==> src/hw/rtl/mgdc_pkg.sv <==
// ----------------------------------------------------------------------------
// mgdc_pkg
// Types, constants and helpers of the MAC grid divergence/curl block.
// ----------------------------------------------------------------------------
package mgdc_pkg;

  // Grid and field geometry
  localparam int MAX_RES     = 64;
  localparam int VALUE_W     = 32;
  localparam int IDX_W       = 7;
  localparam int KIND_W      = 2;
  localparam int CFG_IDX_W   = 2;
  localparam int U_STRIDE    = MAX_RES + 1;
  localparam int V_STRIDE    = MAX_RES;
  localparam int STORE_DEPTH = (MAX_RES + 1) * MAX_RES;
  localparam int ADDR_W      = $clog2(STORE_DEPTH);

  // Arithmetic widths
  localparam int HALF_W      = 16;
  localparam int DIFF_W      = VALUE_W + 3;
  localparam int MUL_W       = DIFF_W + HALF_W;
  localparam int PROD_W      = MUL_W + 1;
  localparam int ACC_W       = PROD_W + 2;
  localparam int CURL_EXTRA  = 2;
  localparam int SCALE_DEPTH = 3;

  // Item kinds
  localparam logic [KIND_W-1:0] KIND_WR_U  = 2'd0;
  localparam logic [KIND_W-1:0] KIND_WR_V  = 2'd1;
  localparam logic [KIND_W-1:0] KIND_QUERY = 2'd2;

  // Register indexes
  localparam logic [CFG_IDX_W-1:0] CFG_RES_X   = 2'd0;
  localparam logic [CFG_IDX_W-1:0] CFG_RES_Y   = 2'd1;
  localparam logic [CFG_IDX_W-1:0] CFG_INV_X   = 2'd2;
  localparam logic [CFG_IDX_W-1:0] CFG_INV_Y   = 2'd3;

  // Face read steps of one query
  localparam logic [2:0] STEP_BASE  = 3'd0;
  localparam logic [2:0] STEP_NEXT  = 3'd1;
  localparam logic [2:0] STEP_HI_A  = 3'd2;
  localparam logic [2:0] STEP_HI_B  = 3'd3;
  localparam logic [2:0] STEP_LO_A  = 3'd4;
  localparam logic [2:0] STEP_LO_B  = 3'd5;

  // Scaled terms of one query
  localparam logic [1:0] TERM_DIV_X  = 2'd0;
  localparam logic [1:0] TERM_DIV_Y  = 2'd1;
  localparam logic [1:0] TERM_CURL_X = 2'd2;
  localparam logic [1:0] TERM_CURL_Y = 2'd3;

  typedef enum logic [2:0] {
    ST_IDLE,
    ST_CHECK,
    ST_READ,
    ST_SETTLE,
    ST_SCALE,
    ST_DRAIN,
    ST_EMIT
  } state_t;

  // Controller to datapath
  typedef struct packed {
    logic       wr_u;
    logic       wr_v;
    logic       q_latch;
    logic       rd_en;
    logic [2:0] rd_step;
    logic       sc_en;
    logic [1:0] sc_term;
    logic       out_load;
  } cmd_t;

  // Datapath to controller
  typedef struct packed {
    logic q_err;
  } status_t;

  // Clip a wide signed sum to the result width
  function automatic logic signed [VALUE_W-1:0] sat_val(input logic signed [ACC_W-1:0] v);
    logic all_one;
    logic all_zero;
    all_one  = &v[ACC_W-1:VALUE_W-1];
    all_zero = ~(|v[ACC_W-1:VALUE_W-1]);
    if (all_one || all_zero) begin
      return v[VALUE_W-1:0];
    end else if (v[ACC_W-1]) begin
      return {1'b1, {(VALUE_W-1){1'b0}}};
    end else begin
      return {1'b0, {(VALUE_W-1){1'b1}}};
    end
  endfunction

endpackage

==> src/hw/rtl/mgdc_ctrl.sv <==
// ----------------------------------------------------------------------------
// mgdc_ctrl
// Sequencer: accepts items, steps a query through face reads, scaling and
// result load, and raises the result strobe.
// ----------------------------------------------------------------------------
module mgdc_ctrl (
  input  logic                             clk,
  input  logic                             rst_n,
  input  logic                             start,
  input  logic [mgdc_pkg::KIND_W-1:0]      in_kind,
  input  mgdc_pkg::status_t                status,
  output mgdc_pkg::cmd_t                   cmd,
  output logic                             busy,
  output logic                             out_valid
);
  import mgdc_pkg::*;

  localparam logic [2:0] LAST_TERM  = 3'(TERM_CURL_Y);
  localparam logic [2:0] LAST_DRAIN = 3'(SCALE_DEPTH - 1);

  state_t     state_r, state_nxt;
  logic [2:0] cnt_r, cnt_nxt;
  logic       out_valid_r;

  // State and counter registers
  always_ff @(posedge clk) begin
    if (!rst_n) begin
      state_r     <= ST_IDLE;
      cnt_r       <= '0;
      out_valid_r <= 1'b0;
    end else begin
      state_r     <= state_nxt;
      cnt_r       <= cnt_nxt;
      out_valid_r <= cmd.out_load;
    end
  end

  // Next state and commands
  always_comb begin
    state_nxt = state_r;
    cnt_nxt   = cnt_r;
    cmd       = '0;
    unique case (state_r)
      ST_IDLE: begin
        if (start) begin
          unique case (in_kind)
            KIND_WR_U: cmd.wr_u = 1'b1;
            KIND_WR_V: cmd.wr_v = 1'b1;
            KIND_QUERY: begin
              cmd.q_latch = 1'b1;
              state_nxt   = ST_CHECK;
            end
            default: ;
          endcase
        end
      end
      ST_CHECK: begin
        cnt_nxt   = '0;
        state_nxt = status.q_err ? ST_EMIT : ST_READ;
      end
      ST_READ: begin
        cmd.rd_en   = 1'b1;
        cmd.rd_step = cnt_r;
        if (cnt_r == STEP_LO_B) begin
          state_nxt = ST_SETTLE;
        end else begin
          cnt_nxt = cnt_r + 3'd1;
        end
      end
      ST_SETTLE: begin
        cnt_nxt   = '0;
        state_nxt = ST_SCALE;
      end
      ST_SCALE: begin
        cmd.sc_en   = 1'b1;
        cmd.sc_term = cnt_r[1:0];
        if (cnt_r == LAST_TERM) begin
          cnt_nxt   = '0;
          state_nxt = ST_DRAIN;
        end else begin
          cnt_nxt = cnt_r + 3'd1;
        end
      end
      ST_DRAIN: begin
        if (cnt_r == LAST_DRAIN) begin
          state_nxt = ST_EMIT;
        end else begin
          cnt_nxt = cnt_r + 3'd1;
        end
      end
      ST_EMIT: begin
        cmd.out_load = 1'b1;
        state_nxt    = ST_IDLE;
      end
      default: state_nxt = ST_IDLE;
    endcase
  end

  assign busy      = (state_r != ST_IDLE);
  assign out_valid = out_valid_r;

endmodule

==> config.mk <==
export PLATFORM = sky130hd
export DESIGN_NAME = mgdc_ctrl
export DESIGN_NICKNAME = d
export VERILOG_FILES = /design/src/hw/rtl/mgdc_pkg.sv /design/src/hw/rtl/mgdc_ctrl.sv
export SDC_FILE = /design/constraint.sdc
export NUM_CORES = 1
export LEC_CHECK = 0
export BUFFER_PORTS_ARGS = -buffer_cell sky130_fd_sc_hd__buf_2
export CAP_MARGIN = 40
export CORE_AREA = 2 2 40 42
export CTS_CLUSTER_DIAMETER = 40
export DETAILED_ROUTE_END_ITERATION = 16
export DIE_AREA = 0 0 42 44
export PLACE_DENSITY = 0.69
export SKIP_CTS_REPAIR_TIMING = 1
export SYNTH_ARGS = -nofsm -noshare
export SYNTH_HDL_FRONTEND = slang
export SYNTH_SLANG_ARGS = --single-unit
==> constraint.sdc <==
create_clock -name clk -period 3.6 [get_ports clk]
set_input_delay 0.36 -clock clk [delete_from_list [all_inputs] [get_ports clk]]
set_output_delay 0.36 -clock clk [all_outputs]
set_load 0.02 [all_outputs]
==> results of run 1 <==
-- flip-flops by register name (all words and copies together) (netlist names) --
| signal | flops |
|---|---|
| cnt_r | 3 |
| state_r | 3 |
| out_valid | 1 |
-- through the flow --
step	instances	total power, mW
2_1_floorplan	75	0.363
3_3_place_gp	105	0.393
4_1_cts	109	0.472
5_1_grt	109	0.510
3_5_place_dp	105	0.398
6_report	109	0.464
-- cells by family (layout without fill, tap and decap cells) --
logic type	Yosys count	count (layout)	share of synthesized area
AND/OR/NAND/NOR	35	35	0.350
AO/OA/AOI/OAI	14	14	0.163
buffers and inverters	11	29	0.105
flip-flops	7	7	0.230
adder cells (fa/ha/maj)	5	5	0.103
multiplexers	3	3	0.0494
-- metal layers --
| layer | GRT usage | wire, um |
|---|---|---|
| met1 | 0.174 | 524 |
| met2 | 0.250 | 607 |
| met3 | 0.0375 | 66 |
| met4 | 0.0581 | 0 |
| met5 | 0 | 0 |
-- synth_stat cells (all sizes together) --
| master | count |
|---|---|
| nor2 | 8 |
| nor3 | 8 |
| dfxtp | 7 |
| inv | 7 |
| ha | 5 |
| nand2 | 4 |
| a21boi | 3 |
| buf | 3 |
| mux2i | 3 |
| nor2b | 3 |
| o21ai | 3 |
| a21oi | 2 |
| and2 | 2 |
| nand2b | 2 |
| nor4bb | 2 |
| a211o | 1 |
| a222oi | 1 |
| and2b | 1 |
| and4b | 1 |
| clkbuf | 1 |
| nand3b | 1 |
| nor4b | 1 |
| o211ai | 1 |
| o221a | 1 |
| o22ai | 1 |
| o31ai | 1 |
| or2 | 1 |
| or2b | 1 |
-- power by group through the flow --
stage	Sequential (mW)	Clock (mW)	Combinational, mW
after CTS	0.146	0.0739	0.253
after global placement	0.146	0	0.247
after global routing	0.153	0.0794	0.278
final	0.145	0.0705	0.249
after floorplan	0.111	0	0.251
after detailed placement	0.146	0	0.251
-- area by class of cell --
type / instances / area [um^2] / share of cell area
multi-input cells: 57 / 404 / 0.572
flip-flops and latches: 7 / 140 / 0.198
repair buffers: 18 / 90.1 / 0.127
clock buffers: 4 / 26.3 / 0.0372
inverters: 7 / 26.3 / 0.0372
well taps: 16 / 20.0 / 0.0283
-- final timing paths --
kind | end | start | slack (ps) | cells after the start
worst max-delay path | cmd[10] | state_r[0] | 1470 | 5
worst min-delay path | out_valid | rst_n | 410 | 2
worst max register to register | state_r[1] | state_r[0] | 2010 | 4
worst min register to register | cnt_r[2] | cnt_r[2] | 560 | 2
==> metrics.csv, run 1 <==
metric,value,unit
Hold Crit Class,primary input to register,
Worst EP required,3240,ps
# nets final,105,
port bufs,18,
vias per cell,5.39,
critical path startpoint category,register,
via count,587,
Residual DRC,0,
CTS tree,done,
pre-CTS setup slack,1730,ps
PD cells,657,nW/um^2
#FFs+latches synth,7,
Synth Area per Inst,8.11,um^2
Post-Syn Nets,86,
critical path type,register to output pin,
TritonCTS Sinks,7,
DR WL/cell,11.0,um
I/O pins,19,
fin area,707,um^2
"most common cell after layout, fill and taps aside",buf_2,
Area contributors post-synth,"dfxtp_1, ha_1, nor3_1",
min Tclk post-route,2130,ps
final-report hold violation count,0,
DR pass1 iterations,4,
distinct cell type count after synthesis,30,
fin crit share,0.591,
# H-tree levels,1,
clk_lat worst skew,250,ps
n_diodes,0,
share of layout cells above drive strength 1,0.269,
FILL cells,138,
leakage,0.318,nW
CTS Root Cell,clkbuf_4,
most frequent cells in the layout,"buf_2, nor3_1, inv_1, nor2_1, dfxtp_1",
CP max FO,18,
row cnt,14,
final setup fails,0,
post-route antenna net violation count,0,
CP bufs+invs,2,
Mapped Cells,75,
outcome,completed,
die footprint,1850,um^2
initial antenna violation count,0,
Clock Power Share,0.152,
Routed Wire Length,1.20,mm
largest delay contributor family on the critical path,simple AND/OR/NAND/NOR gates,
sequential-to-total area share from yosys stat,0.230,
GRT overflow,0,
Hold WS,411,ps
clock transition at the registers of the reported paths,50,ps
max-slew violations,0,
gr usage total,0.146,
Sw Ratio,0.459,
NetSw,213,uW
Synth area leader,dfxtp_1,
Peak VDD IR,0.000390,V
worst-path cell chain,or2_1 -> nor2_1 -> inv_1 -> nor4b_2 -> buf_2,
CP arrival,1770,ps
Sequential Power Share,0.312,
Max Fclk,0.470,GHz
Layout area overhead,16.3,%
Die Span Y,44,um
total internal power,251,uW
combinational share of power,0.536,
top-area cell type share of the netlist area,0.230,
vias in the first global route,508,
fin worst setup slack,1470,ps
slew margin rel.,0.654,
final core occ,0.498,
GP Congestion,0.782,
Inserted Clock Buffers,3,
die width,42,um
largest net degree at the start of global routing,19,
Max-cap violations,0,
Worst Setup End Kind,output pin,
Mapped Area,608,um^2
starting DRC count in detailed routing,9,
largest buffer count on any clock path,2,
Crit-path slowest cell,dfxtp_1,
first-pass GRT wire length,2.06,mm
Area after DPL,681,um^2
Worst Max-Slew Pin Slew,519,ps
crit-path max cell delay,460,ps
Post-DP HPWL,942,um
Ys Warns,0,
Initial Utilization,0.429,
CORE AREA,1420,um^2
RSZ-0062 raised after global routing,false,
Sum Neg Setup Slack,0,ps
Clock Skews,0.952,ps
(Power assumes the default switching activity.)
==> run 2: changes to the inputs <==
Settings changed: CORE_AREA 2 2 40 42 to 2 2 41 43, DIE_AREA 0 0 42 44 to 0 0 43 45.
Clock period 3.6 ns to 1.77 ns, I/O delays scaled along.
==> run 2 against run 1 <==
  * Combinational power rose by 140%
  * Hold slack got worse by 190 ps
  * Final cell count rose by 0.92%
  * Clock skew rose by 0.51 ps
  * Clock-buffer cell count did not move
  * Sequential share of layout area barely moved
  * Global-route usage rose by 2.7 points
==> metrics.csv, run 2 (synthesized netlist as in run 1, its figures left out) <==
metric,value,unit,change
outcome,completed,,unchanged
largest net degree at the start of global routing,18,,was 19
Max-cap violations,0,,unchanged
slew margin rel.,0.761,,was 0.654
# H-tree levels,1,,unchanged
Residual DRC,0,,unchanged
DR WL/cell,12.6,um,was 11.0 um
Post-DP HPWL,1.04,mm,was 942 um
vias in the first global route,538,,was 508
CTS Root Cell,clkbuf_4,,unchanged
DR pass1 iterations,4,,unchanged
PD cells,1410,nW/um^2,was 657 nW/um^2
Inserted Clock Buffers,3,,unchanged
crit-path max cell delay,380,ps,was 460 ps
CTS tree,done,,unchanged
port bufs,18,,unchanged
CP max FO,10,,was 18
final-report hold violation count,0,,unchanged
Peak VDD IR,0.000713,V,was 0.000390 V
critical path type,register to output pin,,unchanged
n_diodes,0,,unchanged
Crit-path slowest cell,dfxtp_4,,was dfxtp_1
Initial Utilization,0.413,,was 0.429
row cnt,14,,unchanged
Routed Wire Length,1.39,mm,was 1.20 mm
first-pass GRT wire length,2.41,mm,was 2.06 mm
initial antenna violation count,0,,unchanged
starting DRC count in detailed routing,6,,was 9
Worst Max-Slew Pin Slew,354,ps,was 519 ps
footprint of the multi-input gates,414,um^2,was 404 um^2
# nets final,106,,was 105
Clock Power Share,0.149,,was 0.152
fin area,732,um^2,was 707 um^2
metal1 wirelength,601,um,was 524 um
Sum Neg Setup Slack,0,ps,unchanged
NetSw,479,uW,was 213 uW
CP arrival,1470,ps,was 1770 ps
min Tclk post-route,1650,ps,
Area after DPL,688,um^2,was 681 um^2
via count,592,,was 587
top sig layer,met4,,was met3
gr usage total,0.173,,was 0.146
Worst EP required,1590,ps,was 3240 ps
register area,145,um^2,was 140 um^2
total internal power,552,uW,was 251 uW
I/O pins,19,,unchanged
final setup fails,0,,unchanged
Tot Pwr,1.03,mW,was 464 uW
Sequential Power Share,0.259,,was 0.312
vias per cell,5.38,,was 5.39
RSZ-0062 raised after global routing,false,,unchanged
Die Span Y,45,um,was 44 um
met3 wire len,60,um,was 66 um
Worst Setup End Kind,output pin,,unchanged
die width,43,um,was 42 um
clock transition at the registers of the reported paths,50,ps,about the same
share of layout cells above drive strength 1,0.319,,was 0.269
worst-path cell chain,or2_4 -> nor2_4 -> inv_1 -> nor4b_2 -> buf_4,,was or2_1 -> nor2_1 -> inv_1 -> nor4b_2 -> buf_2
fin crit share,0.933,,
TritonCTS Sinks,7,,unchanged
CORE AREA,1470,um^2,was 1420 um^2
max-slew violations,0,,unchanged
combinational share of power,0.592,,was 0.536
critical path startpoint category,register,,unchanged
met2 wire len,686,um,was 607 um
FILL cells,156,,was 138
clk_lat worst skew,260,ps,was 250 ps
GP Congestion,0.899,,was 0.782
Max Fclk,0.605,GHz,
die footprint,1940,um^2,was 1850 um^2
"most common cell after layout, fill and taps aside",buf_2,,unchanged
Sw Ratio,0.464,,was 0.459
largest buffer count on any clock path,2,,unchanged
post-route antenna net violation count,0,,unchanged
Clock Skews,1.46,ps,was 0.952 ps
leakage,0.327,nW,was 0.318 nW
most frequent cells in the layout,"buf_2, nor3_1, inv_1, nor2_1",,"was buf_2, nor3_1, inv_1, nor2_1, dfxtp_1"
Hold Crit Class,primary input to register,,unchanged
GRT overflow,0,,unchanged
Layout area overhead,20.4,%,was 16.3%
-- run 2: final cells by class --
cell class,instances,area share
multi-input cells,57,0.566
flip-flops and latches,7,0.198
repair buffers,19,0.137
clock buffers,4,0.0359
inverters,7,0.0359
well taps,16,0.0274
-- run 2: critical path: cells and delay by family, from the launching register on --
family / cells / cell delay [ps]
buf+inv: 2 / 260
flops: 1 / 380
simple gates: 3 / 570
-- run 2: routing by layer --
metal / vias to the layer above / GRT usage
met2: 15 / 0.279
met5: - / 0
met1: 275 / 0.210
met3: 4 / 0.0400
met4: 0 / 0.109
li1: 298 / -
-- run 2: final timing paths --
path                                  from    endpoint  slack, ps  cells after the start
worst min-delay path                 rst_n  state_r[0]        220                      3
worst min register to register    cnt_r[1]    cnt_r[1]        570                      2
worst max register to register    cnt_r[0]    cnt_r[0]        180                      6
worst max-delay path            state_r[2]     cmd[10]        120                      5
-- run 2: power groups by stage --
stage	logic, mW	clock network, mW	registers [mW]
detailed placement	0.578	0	0.260
finish	0.610	0.154	0.267
global route	0.675	0.162	0.275
CTS	0.579	0.155	0.257
floorplan	0.511	0	0.226
global placement	0.566	0	0.257
-- run 2: per-stage QoR --
stage / setup WS [ps] / std cells / hold slack [ps] / util
finish: 118 / 110 / 220 / 0.497
floorplan: 104 / 75 / 299 / -
detailed placement: 170 / 106 / 495 / 0.468
global placement: 195 / 106 / 491 / 0.468
global route: 24.9 / 110 / 238 / 0.497
CTS: -107 / 110 / 228 / 0.486
==> run 3: changes to the inputs <==
Settings changed: ABC_AREA from default to 1, CORE_AREA 2 2 41 43 to 2 2 40 42, DIE_AREA 0 0 43 45 to 0 0 42 44, PLACE_DENSITY 0.69 to 0.68.
==> run 3 against run 2 <==
  * Final cell count up 15%
  * Sequential power down 5%
  * Largest power group unchanged
  * Via count up 2.0%
  * First-iteration DRC count up 83%
  * Critical path depth down 1
  * Combinational power down 5.6%
  * Wire length down 13%
  * Cell area down 4.6%
  * Total power down 5.8%
  * Synthesized cell count up 17%
  * Critical endpoint unchanged
==> metrics.csv, run 3 <==
metric,value,unit,change
Initial Utilization,0.396,,was 0.413
port bufs,18,,unchanged
#FFs+latches synth,7,,unchanged
Routed Wire Length,1.21,mm,was 1.39 mm
Max-cap violations,0,,unchanged
die width,42,um,was 43 um
vias per cell,4.79,,was 5.38
CP arrival,1260,ps,was 1470 ps
Critical Path Source,state_r[0],,was state_r[2]
min Tclk post-route,1440,ps,was 1650 ps
Synth area leader,dfxtp_1,,unchanged
n_diodes,0,,unchanged
clk_lat worst skew,250,ps,was 260 ps
share of layout cells above drive strength 1,0.291,,was 0.319
CTS tree,done,,unchanged
first-pass GRT wire length,2.09,mm,was 2.41 mm
most frequent cells in the layout,"nor2_1, buf_2, inv_1, nand2_1, dfxtp_1",,"was buf_2, nor3_1, inv_1, nor2_1"
CTS Root Cell,clkbuf_4,,unchanged
RR Endpoint,cnt_r[1],,was cnt_r[0]
CP max FO,5,,was 10
hold wc startpoint,rst_n,,unchanged
largest buffer count on any clock path,2,,unchanged
Worst Hold Path EP,cnt_r[1],,was state_r[0]
gr usage total,0.146,,was 0.173
Worst Max-Slew Pin Slew,244,ps,was 354 ps
"EDFF count, synth",0,,unchanged
TritonCTS Sinks,7,,unchanged
Post-DP HPWL,994,um,was 1.04 mm
fin area,698,um^2,was 732 um^2
PD cells,1390,nW/um^2,was 1410 nW/um^2
CORE AREA,1420,um^2,was 1470 um^2
Residual DRC,0,,unchanged
clock transition at the registers of the reported paths,50,ps,about the same
Synth Area in Compound Gates,0.0869,,was 0.163
vias in the first global route,550,,was 538
slew margin rel.,0.836,,was 0.761
top_reg_cell synth,dfxtp_1,,unchanged
Worst EP required,1590,ps,about the same
Sum Neg Setup Slack,0,ps,unchanged
hold path depth,3,,unchanged
Mapped Cells,88,,was 75
Clock Skews,3.65,ps,was 1.46 ps
mux contribution to synthesized area,0,,was 0.0494
FF-to-FF Start,cnt_r[0],,unchanged
Ys Warns,0,,unchanged
critical path startpoint category,register,,unchanged
Max Fclk,0.697,GHz,was 0.605 GHz
final setup fails,0,,unchanged
"most common cell after layout, fill and taps aside",nor2_1,,was buf_2
XOR/XNOR Fraction of Synth Area,0,,unchanged
Synth Area per Inst,6.38,um^2,was 8.11 um^2
top-area cell type share of the netlist area,0.249,,was 0.230
Worst Setup End Kind,output pin,,unchanged
leakage,0.387,nW,was 0.327 nW
worst reg2reg path depth,8,,was 6
fin crit share,0.811,,was 0.933
post-route antenna net violation count,0,,unchanged
R2R setup slack,470,ps,was 180 ps
Die Span Y,44,um,was 45 um
adder-cell share of the synthesized area,0.111,,was 0.103
via count,604,,was 592
outcome,completed,,unchanged
# H-tree levels,1,,unchanged
cell with the most instances after synthesis,nor2_1,,was nor3_1
critical path type,register to output pin,,unchanged
initial antenna violation count,0,,unchanged
Inserted Clock Buffers,3,,unchanged
row cnt,14,,unchanged
starting DRC count in detailed routing,11,,was 6
Synth Area in Simple Gates,0.432,,was 0.350
# nets final,122,,was 106
GRT overflow,0,,unchanged
Post-synth ARST share,0,,unchanged
Hold WS,199,ps,was 220 ps
GP Congestion,0.849,,was 0.899
DR WL/cell,9.57,um,was 12.6 um
distinct cell type count after synthesis,18,,was 30
RSZ-0062 raised after global routing,false,,unchanged
Commonest cells post-synth,"nor2_1, inv_1, nand2_1, dfxtp_1, ha_1",,"was nor3_1, dfxtp_1, inv_1, nor2_1, ha_1"
Hold Crit Class,primary input to register,,unchanged
final-report hold violation count,0,,unchanged
max-slew violations,0,,unchanged
largest family of logic cells by synthesized area,simple AND/OR/NAND/NOR gates,,unchanged
Layout area overhead,24.3,%,was 20.4%
Peak VDD IR,0.000677,V,was 0.000713 V
sequential-to-total area share from yosys stat,0.249,,was 0.230
largest net degree at the start of global routing,9,,was 18
Area contributors post-synth,"dfxtp_1, nor2_1, ha_1",,"was dfxtp_1, ha_1, nor3_1"
I/O pins,19,,unchanged
DR pass1 iterations,4,,unchanged
die footprint,1850,um^2,was 1940 um^2
Post-Syn Nets,99,,was 86
Area after DPL,672,um^2,was 688 um^2
Tot Pwr,971,uW,was 1.03 mW
Mapped Area,562,um^2,was 608 um^2
[run 3: cell families (layout without fill, tap and decap cells)]
kind of cell	count (synthesis)	after routing
AO/OA/AOI/OAI	9	9
adder cells (fa/ha/maj)	5	5
buffers and inverters	18	40
flip-flops	7	7
AND/OR/NAND/NOR	49	49
[run 3: worst max-delay path, stage by stage, from the launching register on]
cell	delay (ps)
dfxtp_1	350
inv_2	150
nand3_2	120
nor4_1	190
buf_2	210
[run 3: final cells by class]
class	instances	area, um^2
Fill cell	142	721
Timing Repair Buffer	18	90.1
Multi-Input combinational cell	63	354
Tap cell	16	20.0
Sequential cell	7	140
Clock buffer	4	26.3
Inverter	18	67.6
[run 3: worst max path at each step]
stage / cells past startpoint / end
3_3_place_gp: 8 / cnt_r[1]
3_5_place_dp: 8 / cnt_r[1]
6_report: 4 / cmd[10]
5_1_grt: 4 / cmd[10]
2_1_floorplan: 3 / cmd[10]
4_1_cts: 4 / cmd[10]
[run 3: layer usage]
layer  wire length (um)  part of all wire  global-route usage
met5                  0                 0                   0
met4                 10            0.0083              0.0839
met3                 47             0.039              0.0167
met2                614              0.51               0.259
met1                533              0.44               0.169
[run 3: power by group]
group          switching, mW  total (mW)  internal (mW)  leakage, nW
clock network         0.0563       0.142         0.0858       0.0150
logic                  0.383       0.576          0.193        0.315
registers             0.0520       0.253          0.201       0.0571
[run 3: stage by stage]
step | std cells | util | setup WS [ps]
after floorplan | 88 | - | 279
after global placement | 122 | 0.474 | 524
after detailed placement | 122 | 0.474 | 480
after CTS | 126 | 0.492 | 327
after global routing | 126 | 0.492 | 181
final | 126 | 0.492 | 335
